[src/hw/rtl/vfhd_pkg.sv]
`default_nettype none
package vfhd_pkg;
    localparam int unsigned HDR_BYTES = 64;
    localparam int unsigned POS_W = 34;
    // Byte position at which pitch and height are both captured, so the
    // payload size product can be registered well before the header ends.
    localparam int unsigned PROD_POS = 32;

    localparam logic [2:0] ST_OK          = 3'd0;
    localparam logic [2:0] ST_HDR_TRUNC   = 3'd1;
    localparam logic [2:0] ST_SCHEMA      = 3'd2;
    localparam logic [2:0] ST_HDR_SIZE    = 3'd3;
    localparam logic [2:0] ST_METADATA    = 3'd4;
    localparam logic [2:0] ST_SIZE_MISM   = 3'd5;
    localparam logic [2:0] ST_PAY_TRUNC   = 3'd6;

    localparam logic CFG_MAGIC   = 1'b0;
    localparam logic CFG_VERSION = 1'b1;

    // Output beat layout of tdata, lowest bit first.
    localparam int unsigned OUT_W = 8 + 32 * 4 + 64 * 4 + 3; // 395
    localparam int unsigned OUT_TDATA_W = 400;

    // Command passed from the front part to the back part.
    typedef struct packed {
        logic       kind;     // 0 payload byte, 1 summary
        logic [7:0] data;
        logic [2:0] status;
    } vfhd_cmd_t;

    // Decoded header fields held while a frame is open.
    typedef struct packed {
        logic [63:0] epoch_lower;
        logic [63:0] epoch_upper;
        logic [63:0] timestamp_ms;
        logic [63:0] frame_number;
        logic [31:0] pixel_format;
        logic [31:0] frame_pitch;
        logic [31:0] frame_height;
        logic [31:0] frame_width;
    } vfhd_hdr_t;
endpackage
`default_nettype wire

[src/hw/rtl/vfhd_back.sv]
`default_nettype none
// Back part: a short queue of command pairs, unrolled onto the output beat.
module vfhd_back #(
    parameter int unsigned DEPTH_LOG2 = 2
) (
    input  wire logic                          aclk,
    input  wire logic                          aresetn,
    input  wire logic                          push,
    output logic                               full,
    input  wire logic                          cmd0_vld,
    input  wire vfhd_pkg::vfhd_cmd_t           cmd0,
    input  wire logic                          cmd1_vld,
    input  wire vfhd_pkg::vfhd_cmd_t           cmd1,
    input  wire vfhd_pkg::vfhd_hdr_t           hdr_in,
    output logic                               out_valid,
    input  wire logic                          out_ready,
    output logic [vfhd_pkg::OUT_TDATA_W-1:0]   out_data,
    output logic                               out_last
);
    localparam int unsigned DEPTH = 1 << DEPTH_LOG2;
    localparam int unsigned EW = 2 + 2 * $bits(vfhd_pkg::vfhd_cmd_t) + $bits(vfhd_pkg::vfhd_hdr_t);

    logic [EW-1:0] mem [DEPTH];
    logic [DEPTH_LOG2:0] wp_reg, rp_reg;
    logic          half_reg;
    logic [EW-1:0] head;
    logic          empty;
    logic          h0v, h1v;
    vfhd_pkg::vfhd_cmd_t h0, h1, cur;
    vfhd_pkg::vfhd_hdr_t hh;
    logic          pop;
    logic          skip;

    assign empty = (wp_reg == rp_reg);
    assign full = (wp_reg[DEPTH_LOG2] != rp_reg[DEPTH_LOG2])
                  && (wp_reg[DEPTH_LOG2-1:0] == rp_reg[DEPTH_LOG2-1:0]);
    assign head = mem[rp_reg[DEPTH_LOG2-1:0]];
    assign {h0v, h1v, h0, h1, hh} = head;

    // Entry with neither command is dropped at once; otherwise the payload
    // half goes first, then the summary half.
    assign skip = !empty && !h0v && !h1v;
    assign cur = (h0v && !half_reg) ? h0 : h1;
    assign out_valid = !empty && (h0v || h1v);
    assign pop = skip || (out_valid && out_ready && !(h0v && h1v && !half_reg));

    // Output beat: payload byte, header (summary ok only), status.
    always_comb begin
        out_data = '0;
        out_data[0] = cur.kind;
        if (!cur.kind) begin
            out_data[8:1] = cur.data;
        end else begin
            out_data[395:393] = cur.status;
            if (cur.status == vfhd_pkg::ST_OK) begin
                out_data[392:9] = {hh.epoch_lower, hh.epoch_upper,
                                   hh.timestamp_ms, hh.frame_number,
                                   hh.pixel_format, hh.frame_pitch,
                                   hh.frame_height, hh.frame_width};
            end
        end
    end
    assign out_last = cur.kind;

    // Queue storage.
    always_ff @(posedge aclk) begin
        if (push) begin
            mem[wp_reg[DEPTH_LOG2-1:0]] <= {cmd0_vld, cmd1_vld, cmd0, cmd1, hdr_in};
        end
    end

    // Queue pointers and half select.
    always_ff @(posedge aclk) begin
        if (!aresetn) begin
            wp_reg <= '0;
            rp_reg <= '0;
            half_reg <= 1'b0;
        end else begin
            if (push) begin
                wp_reg <= wp_reg + 1'b1;
            end
            if (pop) begin
                rp_reg <= rp_reg + 1'b1;
                half_reg <= 1'b0;
            end else if (out_valid && out_ready) begin
                half_reg <= 1'b1;
            end
        end
    end
endmodule
`default_nettype wire

[config.mk]
export PLATFORM = sky130hd
export DESIGN_NAME = vfhd_back
export DESIGN_NICKNAME = d
export VERILOG_FILES = /design/src/hw/rtl/vfhd_pkg.sv /design/src/hw/rtl/vfhd_back.sv
export SDC_FILE = /design/constraint.sdc
export NUM_CORES = 1
export LEC_CHECK = 0
export ABC_AREA = 0
export CORE_UTILIZATION = 36
export DETAILED_ROUTE_END_ITERATION = 6
export DONT_BUFFER_PORTS = 1
export HOLD_SLACK_MARGIN = 0.06
export MAX_ROUTING_LAYER = met4
export SYNTH_ARGS = -nofsm -noshare
export SYNTH_HDL_FRONTEND = slang
export SYNTH_SLANG_ARGS = --single-unit
[constraint.sdc]
create_clock -name aclk -period 13.7 [get_ports aclk]
set_input_delay 2.055 -clock aclk [delete_from_list [all_inputs] [get_ports aclk]]
set_output_delay 2.055 -clock aclk [all_outputs]
set_load 0.01 [all_outputs]
==> impl_results.md <==
- Max FFs per register: 1640
- Total of warnings raised by yosys: 0
- Row Count: 153
- Max Slew Vio Count: 0
- Seq pwr share: 48.2%
- Max transition margin: 13.88%
- Min Tclk post-route: 8873 ps
- Post-place setup slack: 5431 ps
- DRT iter0 DRCs: 1526
- First-pass GRT wire length: 198000 µm
- Post-synth top area cell: edfxtp_1
- Height of the chip: 422 µm
- Die Footprint: 178100 µm²
- Worst-Margin Slew: 1292 ps
- Clock skew: 19.96 ps
- GRT Total Usage: 15.86%
- H-tree Lvls: 4
- DRC: 0
- DR vias: 26000
- Routability cong.: 0.7790
- Most common cell on crit path: buf_4
- Number of clock sinks: 1649
- Final worst slack: 4827 ps
- Core region area: 174600 µm²
- Detailed-route wire length per cell: 26.61 µm
- FFs w/ async S/R, synth: 0%
- Hold Vio Cnt, Final: 0
- Fill cell count: 15120
- Yosys top cell area share: 77.55%
- Chip width: 422 µm
- Critical Path RT: 11640 ps
- Post-synth EDFFs: 1640
- Post-CTS Resized: 0
- Worst Hold End: rp_reg[2]$_SDFFE_PN0P_
- CP Capture Type: output pin
- Root Driver: clkbuf_16
- Layout cell share with drive strength beyond 1: 34.57%
- Hold Path Class: flop to flop
- Area contributors post-synth: edfxtp_1 (78%), mux4_2 (15%), nor2b_2 (3.7%), nor2b_1 (0.86%), nor2b_4 (0.65%)
- Status: finished, final reports clean
- CTS tree: done
- # Max-Cap Violations: 0
- Postcts setup bufs: 0
- CTS Hold Bufs: 0
- Max VDD drop: 0.0001218 V
- Inserted Clock Buffers: 171
- FF-to-FF End: mem[1][211]$_DFFE_PP_
- WS Path Type: flop to output pin
- Slowest cell on crit path: buf_4
- Initial Utilization: 36.37%
- CP Cell Sequence: buf_4 -> buf_4 -> mux4_2 -> nor2b_1 -> a22oi_4 -> buf_4 -> buf_4 -> buf_4 -> nor2b_2
- Synthesis-to-layout area growth: 12.17%
- Min-delay src: rp_reg[2]$_SDFFE_PN0P_
- Sequential area share after synthesis: 77.83%
- Largest net degree at the start of global routing: 151
- Clock transition at path regs: 60 ps
- Switch Pwr: 2.978 mW
- Worst-path fanout max: 64
- Startpoint types: flop
- Reg2reg path depth: 4
- Setup TNS: 0 ps
- Worst-Skew Late Latency: 800 ps
- DRT antenna net count: 0
- RSZ-0062 raised after global routing: false
- CTS max path bufs: 3
- R2r setup slk: 10170 ps
- WL final: 138700 µm
- Via density: 4.988
- Final Net Count: 3157
- Seq cells post-synth: 1649
- Ports: 817
- Initial antenna violation count: 5
- Logic pwr share: 15.6%
- Leakage: 21.45 nW
- Prevailing post-synth register cell: edfxtp_1
- Final Setup Violations: 0
- Total grt overflow: 0
- Fmax: 112.7 MHz
- Port Buffer Count: 0
- Syn avg cell area: 23.86 µm²
- Reg2reg start: wp_reg[0]$_SDFFE_PN0P_
- Clock power share: 36.2%
- Count of different cell masters after synthesis: 34
- Syn Inst Count: 2661
- Fin crit share: 64.77%
- Internal power: 9.210 mW
- Mapped Area: 63500 µm²
- Slowest stage delay, CP: 900 ps
- Hpwl dp: 86050 µm
- Power Dens Cells: 171.1 nW/µm²
- Arr. time, crit path: 6820 ps
- Vias in the first global route: 27510
- Hold depth: 2
- DRT Pass-1 Iters: 5
- Sw frac: 24.44%
## synthesized netlist by cell type (all sizes together), types with 2 or more instances
master and instances:
and2 7, dfxtp 9, inv 2, xnor2 4, nand2b 4, edfxtp 1640
mux2i 19, mux4 409, buf 90, nand2 6, nor2 13, nor2b 387
clkbuf 51, ha 5, nor3 2
## layout by cell type, fill, tap and decap left out, types with 5 or more instances in the layout
master,n
bufinv_16,10
nor2b_4,30
buf_4,35
buf_12,7
clkbuf_16,174
nor2b_1,87
clkinv_1,41
dfxtp_1,7
inv_6,9
nand2_1,6
clkbuf_1,43
nor2_1,13
ha_1,5
nor2b_2,270
mux2i_1,19
diode_2,9
mux4_2,409
edfxtp_1,1640
clkinv_2,28
## kinds of logic (layout without fill, tap and decap cells)
group	after synthesis	count (layout)	synth area share (%)
AOI/OAI and AO/OA	6	6	0.09458
adders and majority gates	5	5	0.09851
muxes	429	429	14.82
buffers and inverters	144	358	1.555
and+or+nand+nor	422	422	5.523
other	1	13	0.005905
DFF	1649	1649	77.83
xor gates and xnor gates	5	5	0.06896
## routing by layer
metal  track usage, %  wire (µm)
met5                -          0
met4            6.691       5064
met2            26.91      73990
met1            17.04      49930
met3            5.045       9690
## per-stage QoR
| stage | hold WS [ps] | cells | cell area (µm²) | utilization [%] | total power, mW |
|---|---|---|---|---|---|
| floorplan | 455.2 | 2664 | 63520 | - | 7.580 |
| global placement | 465.6 | 4890 | 65880 | 37.73 | 7.941 |
| detailed placement | 483.9 | 4890 | 65880 | 37.73 | 7.944 |
| global route | 542.6 | 5211 | 71230 | 40.80 | 12.64 |
| CTS | 490.0 | 5203 | 71210 | 40.79 | 12.39 |
| finish | 496.2 | 5212 | 71230 | 40.80 | 12.19 |
## power groups by stage
stage / clock [mW] / sequential [mW] / combinational (mW)
after floorplan: 0 / 6.05 / 1.54
final: 4.41 / 5.88 / 1.90
after detailed placement: 0 / 5.99 / 1.96
after global placement: 0 / 5.98 / 1.97
after CTS: 4.54 / 5.88 / 1.97
after global routing: 4.72 / 5.90 / 2.02
## area by class of cell
cell class              instances  area (µm²)  area share [%]
repair buffers                 42       402.9          0.5656
flip-flops and latches       1649       49430           69.40
inverters                       3       11.26         0.01581
clock buffers                 217        4516           6.339
diodes                          9       22.52         0.03162
multi-input cells             871       13120           18.41
well taps                    2325        2909           4.084
clock inverters                96       820.8           1.152
## worst max path at each step
stage                     from                   to  slack [ps]
after global placement    flop        out_data[219]        5550
after CTS                 flop        out_data[218]        4510
after detailed placement  flop        out_data[218]        5430
final                     flop        out_data[211]        4830
after global routing      flop        out_data[214]        4380
after floorplan           push  mem[3][0]$_DFFE_PP_        1570
## critical path, delay by kind of cell, from the launching register on
| family | cells | cell delay (ps) |
|---|---|---|
| AOI/OAI and AO/OA | 1 | 230 |
| buffers and inverters | 5 | 4050 |
| DFF | 1 | 700 |
| muxes | 1 | 400 |
| and+or+nand+nor | 2 | 320 |
Note: power is estimated with default switching activity, not from simulation.
