**src/hw/rtl/vfhd_pkg.sv**
```systemverilog
`default_nettype none
package vfhd_pkg;
    localparam int unsigned HDR_BYTES = 64;
    localparam int unsigned POS_W = 34;
    // Byte position at which pitch and height are both captured, so the
    // payload size product can be registered well before the header ends.
    localparam int unsigned PROD_POS = 32;

    localparam logic [2:0] ST_OK          = 3'd0;
    localparam logic [2:0] ST_HDR_TRUNC   = 3'd1;
    localparam logic [2:0] ST_SCHEMA      = 3'd2;
    localparam logic [2:0] ST_HDR_SIZE    = 3'd3;
    localparam logic [2:0] ST_METADATA    = 3'd4;
    localparam logic [2:0] ST_SIZE_MISM   = 3'd5;
    localparam logic [2:0] ST_PAY_TRUNC   = 3'd6;

    localparam logic CFG_MAGIC   = 1'b0;
    localparam logic CFG_VERSION = 1'b1;

    // Output beat layout of tdata, lowest bit first.
    localparam int unsigned OUT_W = 8 + 32 * 4 + 64 * 4 + 3; // 395
    localparam int unsigned OUT_TDATA_W = 400;

    // Command passed from the front part to the back part.
    typedef struct packed {
        logic       kind;     // 0 payload byte, 1 summary
        logic [7:0] data;
        logic [2:0] status;
    } vfhd_cmd_t;

    // Decoded header fields held while a frame is open.
    typedef struct packed {
        logic [63:0] epoch_lower;
        logic [63:0] epoch_upper;
        logic [63:0] timestamp_ms;
        logic [63:0] frame_number;
        logic [31:0] pixel_format;
        logic [31:0] frame_pitch;
        logic [31:0] frame_height;
        logic [31:0] frame_width;
    } vfhd_hdr_t;
endpackage
`default_nettype wire

```
**src/hw/rtl/vfhd_front.sv**
```systemverilog
`default_nettype none
// Front part: counts bytes, captures the header, checks it and issues commands.
// Each beat may give a payload command and a summary command; both are pushed
// together as a pair so the queue sees one entry per accepted beat.
module vfhd_front (
    input  wire logic                aclk,
    input  wire logic                aresetn,
    input  wire logic                in_valid,
    output logic                     in_ready,
    input  wire logic [7:0]          in_byte,
    input  wire logic                in_last,
    input  wire logic [31:0]         exp_magic,
    input  wire logic [31:0]         exp_version,
    output logic                     push,
    input  wire logic                full,
    output logic                     cmd0_vld,
    output vfhd_pkg::vfhd_cmd_t      cmd0,
    output logic                     cmd1_vld,
    output vfhd_pkg::vfhd_cmd_t      cmd1,
    output vfhd_pkg::vfhd_hdr_t      hdr_out
);
    logic [vfhd_pkg::POS_W-1:0] pos_reg;
    logic [31:0] magic_reg, version_reg, hsize_reg, psize_reg;
    logic [31:0] dims_reg [4];
    logic [63:0] wide_reg [4];
    logic [2:0]  err_reg;
    // The pitch times height product is registered once both are captured,
    // so the whole header check settles within the last header byte.
    logic [63:0] prod_reg;
    logic [2:0]  verdict;
    logic        hdr_last;
    logic [2:0]  err_now;
    logic [vfhd_pkg::POS_W:0] win_hi;
    logic [vfhd_pkg::POS_W:0] seen_len;
    logic        in_win;
    logic [2:0]  st;
    logic        acc;

    assign in_ready = !full;
    assign acc = in_valid && in_ready;
    assign push = acc;

    // Header check in order: schema, header size, metadata, payload size.
    always_comb begin
        if (magic_reg != exp_magic || version_reg != exp_version) begin
            verdict = vfhd_pkg::ST_SCHEMA;
        end else if (hsize_reg < 32'(vfhd_pkg::HDR_BYTES)) begin
            verdict = vfhd_pkg::ST_HDR_SIZE;
        end else if (dims_reg[0] == '0 || dims_reg[1] == '0 || dims_reg[2] == '0
                || dims_reg[3] == '0 || wide_reg[0] == '0) begin
            verdict = vfhd_pkg::ST_METADATA;
        end else if ({32'd0, psize_reg} != prod_reg) begin
            verdict = vfhd_pkg::ST_SIZE_MISM;
        end else begin
            verdict = vfhd_pkg::ST_OK;
        end
    end

    // On the last header byte the verdict is used directly; later on it is held.
    assign hdr_last = (pos_reg == vfhd_pkg::POS_W'(vfhd_pkg::HDR_BYTES - 1));
    assign err_now = hdr_last ? verdict : err_reg;

    assign win_hi = {3'd0, hsize_reg} + {3'd0, psize_reg};
    assign in_win = ({1'b0, pos_reg} >= {3'd0, hsize_reg}) && ({1'b0, pos_reg} < win_hi);
    assign seen_len = {1'b0, pos_reg} + 1'b1;

    // Command generation for the current beat.
    always_comb begin
        cmd0 = '0;
        cmd1 = '0;
        cmd0_vld = 1'b0;
        cmd1_vld = in_last;
        cmd0.data = in_byte;
        if (pos_reg >= vfhd_pkg::POS_W'(vfhd_pkg::HDR_BYTES) && err_now == vfhd_pkg::ST_OK
                && in_win) begin
            cmd0_vld = 1'b1;
        end
        if (seen_len < (vfhd_pkg::POS_W + 1)'(vfhd_pkg::HDR_BYTES)) begin
            st = vfhd_pkg::ST_HDR_TRUNC;
        end else if (err_now != vfhd_pkg::ST_OK) begin
            st = err_now;
        end else if (seen_len < win_hi) begin
            st = vfhd_pkg::ST_PAY_TRUNC;
        end else begin
            st = vfhd_pkg::ST_OK;
        end
        cmd1.kind = 1'b1;
        cmd1.status = st;
    end

    // Header fields for the summary.
    assign hdr_out.frame_width  = dims_reg[0];
    assign hdr_out.frame_height = dims_reg[1];
    assign hdr_out.frame_pitch  = dims_reg[2];
    assign hdr_out.pixel_format = dims_reg[3];
    assign hdr_out.frame_number = wide_reg[0];
    assign hdr_out.timestamp_ms = wide_reg[1];
    assign hdr_out.epoch_upper  = wide_reg[2];
    assign hdr_out.epoch_lower  = wide_reg[3];

    // Byte counter, header capture and check.
    always_ff @(posedge aclk) begin
        if (!aresetn) begin
            pos_reg <= '0;
            magic_reg <= '0;
            version_reg <= '0;
            hsize_reg <= '0;
            psize_reg <= '0;
            err_reg <= '0;
            prod_reg <= '0;
            for (int i = 0; i < 4; i++) begin
                dims_reg[i] <= '0;
                wide_reg[i] <= '0;
            end
        end else if (acc) begin
            if (in_last) begin
                // End of buffer: the frame state starts over.
                pos_reg <= '0;
                magic_reg <= '0;
                version_reg <= '0;
                hsize_reg <= '0;
                psize_reg <= '0;
                err_reg <= '0;
                prod_reg <= '0;
                for (int i = 0; i < 4; i++) begin
                    dims_reg[i] <= '0;
                    wide_reg[i] <= '0;
                end
            end else begin
                if (pos_reg < vfhd_pkg::POS_W'(vfhd_pkg::HDR_BYTES)) begin
                    unique case (pos_reg[5:2])
                        4'd0: magic_reg[pos_reg[1:0]*8 +: 8] <= in_byte;
                        4'd1: version_reg[pos_reg[1:0]*8 +: 8] <= in_byte;
                        4'd2: hsize_reg[pos_reg[1:0]*8 +: 8] <= in_byte;
                        4'd3, 4'd4, 4'd5, 4'd6:
                            dims_reg[2'(pos_reg[5:2] - 4'd3)][pos_reg[1:0]*8 +: 8] <= in_byte;
                        4'd7: psize_reg[pos_reg[1:0]*8 +: 8] <= in_byte;
                        default:
                            wide_reg[2'(pos_reg[4:3])][pos_reg[2:0]*8 +: 8] <= in_byte;
                    endcase
                end
                if (pos_reg == vfhd_pkg::POS_W'(vfhd_pkg::PROD_POS)) begin
                    prod_reg <= {32'd0, dims_reg[2]} * {32'd0, dims_reg[1]};
                end
                if (hdr_last) begin
                    err_reg <= verdict;
                end
                if (pos_reg != '1) begin
                    pos_reg <= pos_reg + 1'b1;
                end
            end
        end
    end
endmodule
`default_nettype wire

```
**config.mk**
```make
export PLATFORM = sky130hd
export DESIGN_NAME = vfhd_front
export DESIGN_NICKNAME = d
export VERILOG_FILES = /design/src/hw/rtl/vfhd_pkg.sv /design/src/hw/rtl/vfhd_front.sv
export SDC_FILE = /design/constraint.sdc
export NUM_CORES = 2
export LEC_CHECK = 0
export BUFFER_PORTS_ARGS = -buffer_cell sky130_fd_sc_hd__buf_2
export CAP_MARGIN = 15
export CORE_MARGIN = 1.5
export CORE_UTILIZATION = 55
export DETAILED_ROUTE_END_ITERATION = 10
export PLACE_DENSITY_LB_ADDON = 0.08
export SLEW_MARGIN = 20
export SYNTH_ARGS = -nofsm -noshare
export SYNTH_HDL_FRONTEND = slang
export SYNTH_SLANG_ARGS = --single-unit
```
**constraint.sdc**
```tcl
create_clock -name aclk -period 7.65 [get_ports aclk]
set_clock_uncertainty 0.1 [all_clocks]
set_input_delay 1.53 -clock aclk [delete_from_list [all_inputs] [get_ports aclk]]
set_output_delay 1.53 -clock aclk [all_outputs]
set_load 0.02 [all_outputs]
```
==> impl_metrics.prom <==
# TYPE chip_impl_metric gauge
chip_impl_metric{name="synth-seq-cells",unit=""} 613
chip_impl_info{name="synth_commonest_cells",value="990 x inv_1, 897 x fa_1, 697 x nand2_1"} 1
chip_impl_metric{name="yosys.area.top_type_share",unit="%"} 28.4
chip_impl_metric{name="chipHeight",unit="um"} 342
chip_impl_metric{name="cts_num_sinks",unit=""} 613
chip_impl_metric{name="critical_path.max_fanout",unit=""} 7
chip_impl_metric{name="largest_register_ffs",unit=""} 256
chip_impl_metric{name="multi_input_combinational_cell_area",unit="mm2"} 0.0430
chip_impl_metric{name="place.gp.congestion",unit=""} 0.975
chip_impl_metric{name="critPathArrivalTime",unit="ns"} 8.15
chip_impl_metric{name="design.die.area",unit="mm2"} 0.117
chip_impl_info{name="worst_path_dominant_cell_family",value="adder cells"} 1
chip_impl_metric{name="fin_ws",unit="ns"} -0.0536
chip_impl_info{name="run_status",value="finished with violations"} 1
chip_impl_metric{name="path_buf_inv",unit=""} 7
chip_impl_metric{name="finalCritPeriodShare",unit="%"} 101
chip_impl_metric{name="num-nets-final",unit=""} 8680
chip_impl_metric{name="detail_route.wirelength",unit="um"} 215000
chip_impl_info{name="critical_path_class",value="reg -> reg"} 1
chip_impl_metric{name="via_per_inst",unit=""} 5.73
chip_impl_info{name="setup.worst_path.start_class",value="flop"} 1
chip_impl_info{name="min_path_type",value="reg -> reg"} 1
chip_impl_metric{name="clock_insertion_delay_at_the_later_pin_of_the_skew_report",unit="ns"} 0.66
chip_impl_metric{name="critical_path_required",unit="ns"} 8.10
chip_impl_metric{name="maxSlewViolCount",unit=""} 0
chip_impl_metric{name="placementRows",unit=""} 124
chip_impl_info{name="synth_area_leader_cell",value="fa_1"} 1
chip_impl_metric{name="cpPeakStageDelay",unit="ns"} 0.63
chip_impl_metric{name="clock_tree.buffer_depth",unit=""} 3
chip_impl_info{name="netlist_top_cells_area",value="fa_1 28%, edfxtp_1 18%, ha_1 7.8%, dfxtp_1 7.2%, and2_1 6.1%"} 1
chip_impl_info{name="cts_root_buf",value="clkbuf_16"} 1
chip_impl_metric{name="layout.area.seq",unit="mm2"} 0.0161
chip_impl_metric{name="count_of_flip_flops_with_a_built_in_enable_after_synthesis",unit=""} 384
chip_impl_metric{name="cell_area_after_technology_mapping",unit="mm2"} 0.0633
chip_impl_metric{name="worst_slew_pin_slew",unit="ns"} 1.14
chip_impl_metric{name="wl_per_cell",unit="um"} 24.2
chip_impl_metric{name="maxSlewHeadroom",unit="%"} 23.8
chip_impl_metric{name="dp_hpwl",unit="um"} 172000
chip_impl_metric{name="fp.dieW",unit="um"} 342
chip_impl_metric{name="grt_antenna_before_repair",unit=""} 4
chip_impl_metric{name="ctsHtreeMaxLevel",unit=""} 3
chip_impl_metric{name="grt_start_max_net_pins",unit=""} 73
chip_impl_metric{name="avgSynthCellArea",unit="um2"} 9.52
chip_impl_metric{name="i_o_pins",unit=""} 489
chip_impl_metric{name="grt_pass1_vias",unit=""} 52100
chip_impl_metric{name="initial_core_util",unit="%"} 55.4
chip_impl_info{name="postSynth.topFlopCell",value="edfxtp_1"} 1
chip_impl_metric{name="maxClockFrequency",unit="MHz"} 130
chip_impl_metric{name="finalWorstPathRequiredPeriod",unit="ns"} 7.70
chip_impl_metric{name="drt_pass1_iterations",unit=""} 8
chip_impl_info{name="yosys.cell_count.top_type",value="inv_1"} 1
chip_impl_metric{name="routed-via-count",unit=""} 50800
chip_impl_metric{name="part_of_the_yosys_area_used_for_sequential_elements",unit="%"} 25.5
chip_impl_metric{name="drive_gt1_share",unit="%"} 17.6
chip_impl_metric{name="maxCapViolCount",unit=""} 0
chip_impl_metric{name="grt_usage",unit="%"} 37.2
chip_impl_metric{name="postCtsHoldBufs",unit=""} 0
chip_impl_metric{name="detailed_route_drc_error_count",unit=""} 0
chip_impl_metric{name="setup-violations-final",unit=""} 4
chip_impl_metric{name="port-buffer-count",unit=""} 475
chip_impl_metric{name="synth-warning-count",unit=""} 0
chip_impl_info{name="tritoncts",value="yes"} 1
chip_impl_info{name="setup.worst_path.end_class",value="flop"} 1
chip_impl_metric{name="number_of_different_library_cells_in_the_post_synthesis_netlist",unit=""} 95
chip_impl_info{name="rsz0062_at_grt",value="yes"} 1
chip_impl_metric{name="tritoncts.num_buffers",unit=""} 69
chip_impl_metric{name="detailedRoute.firstIterationViolations",unit=""} 4384
chip_impl_info{name="worst_path_max_delay_cell",value="fa_2"} 1
chip_impl_metric{name="fin_hold_ws",unit="ns"} 0.359
chip_impl_metric{name="gate_count_after_technology_mapping",unit=""} 6651
chip_impl_metric{name="drt.antenna.violating_nets",unit=""} 0
chip_impl_metric{name="core-area",unit="mm2"} 0.114
chip_impl_metric{name="num-fill-cells",unit=""} 9600
chip_impl_metric{name="global_route_wire_length_before_repair",unit="um"} 327000
chip_impl_metric{name="syn2layout_area_growth",unit="%"} 16.5
chip_impl_info{name="dominant_cell_type_by_count_on_the_critical_path",value="fa_1"} 1
chip_impl_info{name="failed_checks",value="setup timing"} 1
chip_impl_metric{name="clk_pin_slew_worst_paths",unit="ns"} 0.06
chip_impl_metric{name="post_synth_arst_share",unit="%"} 0
chip_impl_metric{name="gr-total-overflow",unit=""} 0
chip_impl_metric{name="finalHoldViolCount",unit=""} 0
## cells in the final DEF (no fill, tap or decap), types with 229 or more instances in the layout
cell	Yosys	layout
and2_1	619	608
buf_2	9	474
buf_4	24	415
dfxtp_1	229	229
edfxtp_1	384	384
fa_1	897	854
ha_1	397	366
inv_1	990	969
nand2_1	697	688
nor2_1	441	438
## layout make-up
cell class,instances,area share [%]
Antenna cell,6,0.0204
Sequential cell,613,21.8
Tap cell,1512,2.56
Timing Repair Buffer,954,8.97
Multi-Input combinational cell,4680,58.3
Clock inverter,41,0.685
Inverter,991,5.04
Clock buffer,84,2.57
## worst reg2reg max path: cells and delay by family, from the launching register on
kind            cells  cell delay [ns]
buf+inv             7             0.73
fa+ha+maj           9             4.51
flops               1             0.39
compound gates      7             1.43
simple gates        3             0.45
## routing by layer
metal	vias up	global-route usage [%]	share of wire (%)	wire length (um)
met5	-	0	0.013	27
li1	22600	-	-	-
met3	397	9.07	10	22300
met4	4	13.7	4.3	9220
met1	25500	51.0	40	85500
met2	2357	57.6	45	97600
## through the flow
step	instances	setup TNS (ns)	setup WS [ns]	utilization, %	cell area, um2
floorplan	6662	0	0.0907	-	63400
global placement	8715	-3.94	-0.332	61.2	69900
detailed placement	8715	-5.09	-0.469	61.2	69900
CTS	8853	-0.0156	-0.00529	63.8	72800
global route	8876	-2.63	-0.276	64.6	73700
finish	8881	-0.130	-0.0536	64.6	73800
## worst paths after layout
kind | from | to | cells past startpoint | slack, ns
min | prod_reg[57]$_SDFFE_PN0P_ | prod_reg[57]$_SDFFE_PN0P_ | 2 | 0.36
max | dims_reg[2][7]$_SDFFCE_PN0P_ | prod_reg[61]$_SDFFE_PN0P_ | 26 | -0.05
max reg2reg | dims_reg[2][7]$_SDFFCE_PN0P_ | prod_reg[61]$_SDFFE_PN0P_ | 26 | -0.05
min reg2reg | prod_reg[57]$_SDFFE_PN0P_ | prod_reg[57]$_SDFFE_PN0P_ | 2 | 0.36
## kinds of logic (layout without fill, tap and decap cells)
group / after synthesis / after routing / share of synthesized area [%]
multiplexers: 6 / 6 / 0.0968
AO/OA/AOI/OAI: 706 / 706 / 7.42
flip-flops: 613 / 613 / 25.5
adder cells (fa/ha/maj): 1294 / 1294 / 36.2
XOR/XNOR: 198 / 198 / 2.74
buffers and inverters: 1369 / 2070 / 8.39
AND/OR/NAND/NOR: 2463 / 2463 / 19.7
other: 2 / 19 / 0.0119
## repair_timing
action,CTS,global route
endpoints found under the hold margin,0,0
cloned,0,2
endpoints found under the setup margin,29,43
pin swaps,70,132
gates resized for setup,88,170
buffers inserted,13,21
Power is not shown: default switching activity piles up to over one toggle a cycle in this logic, so the estimate is an artifact.
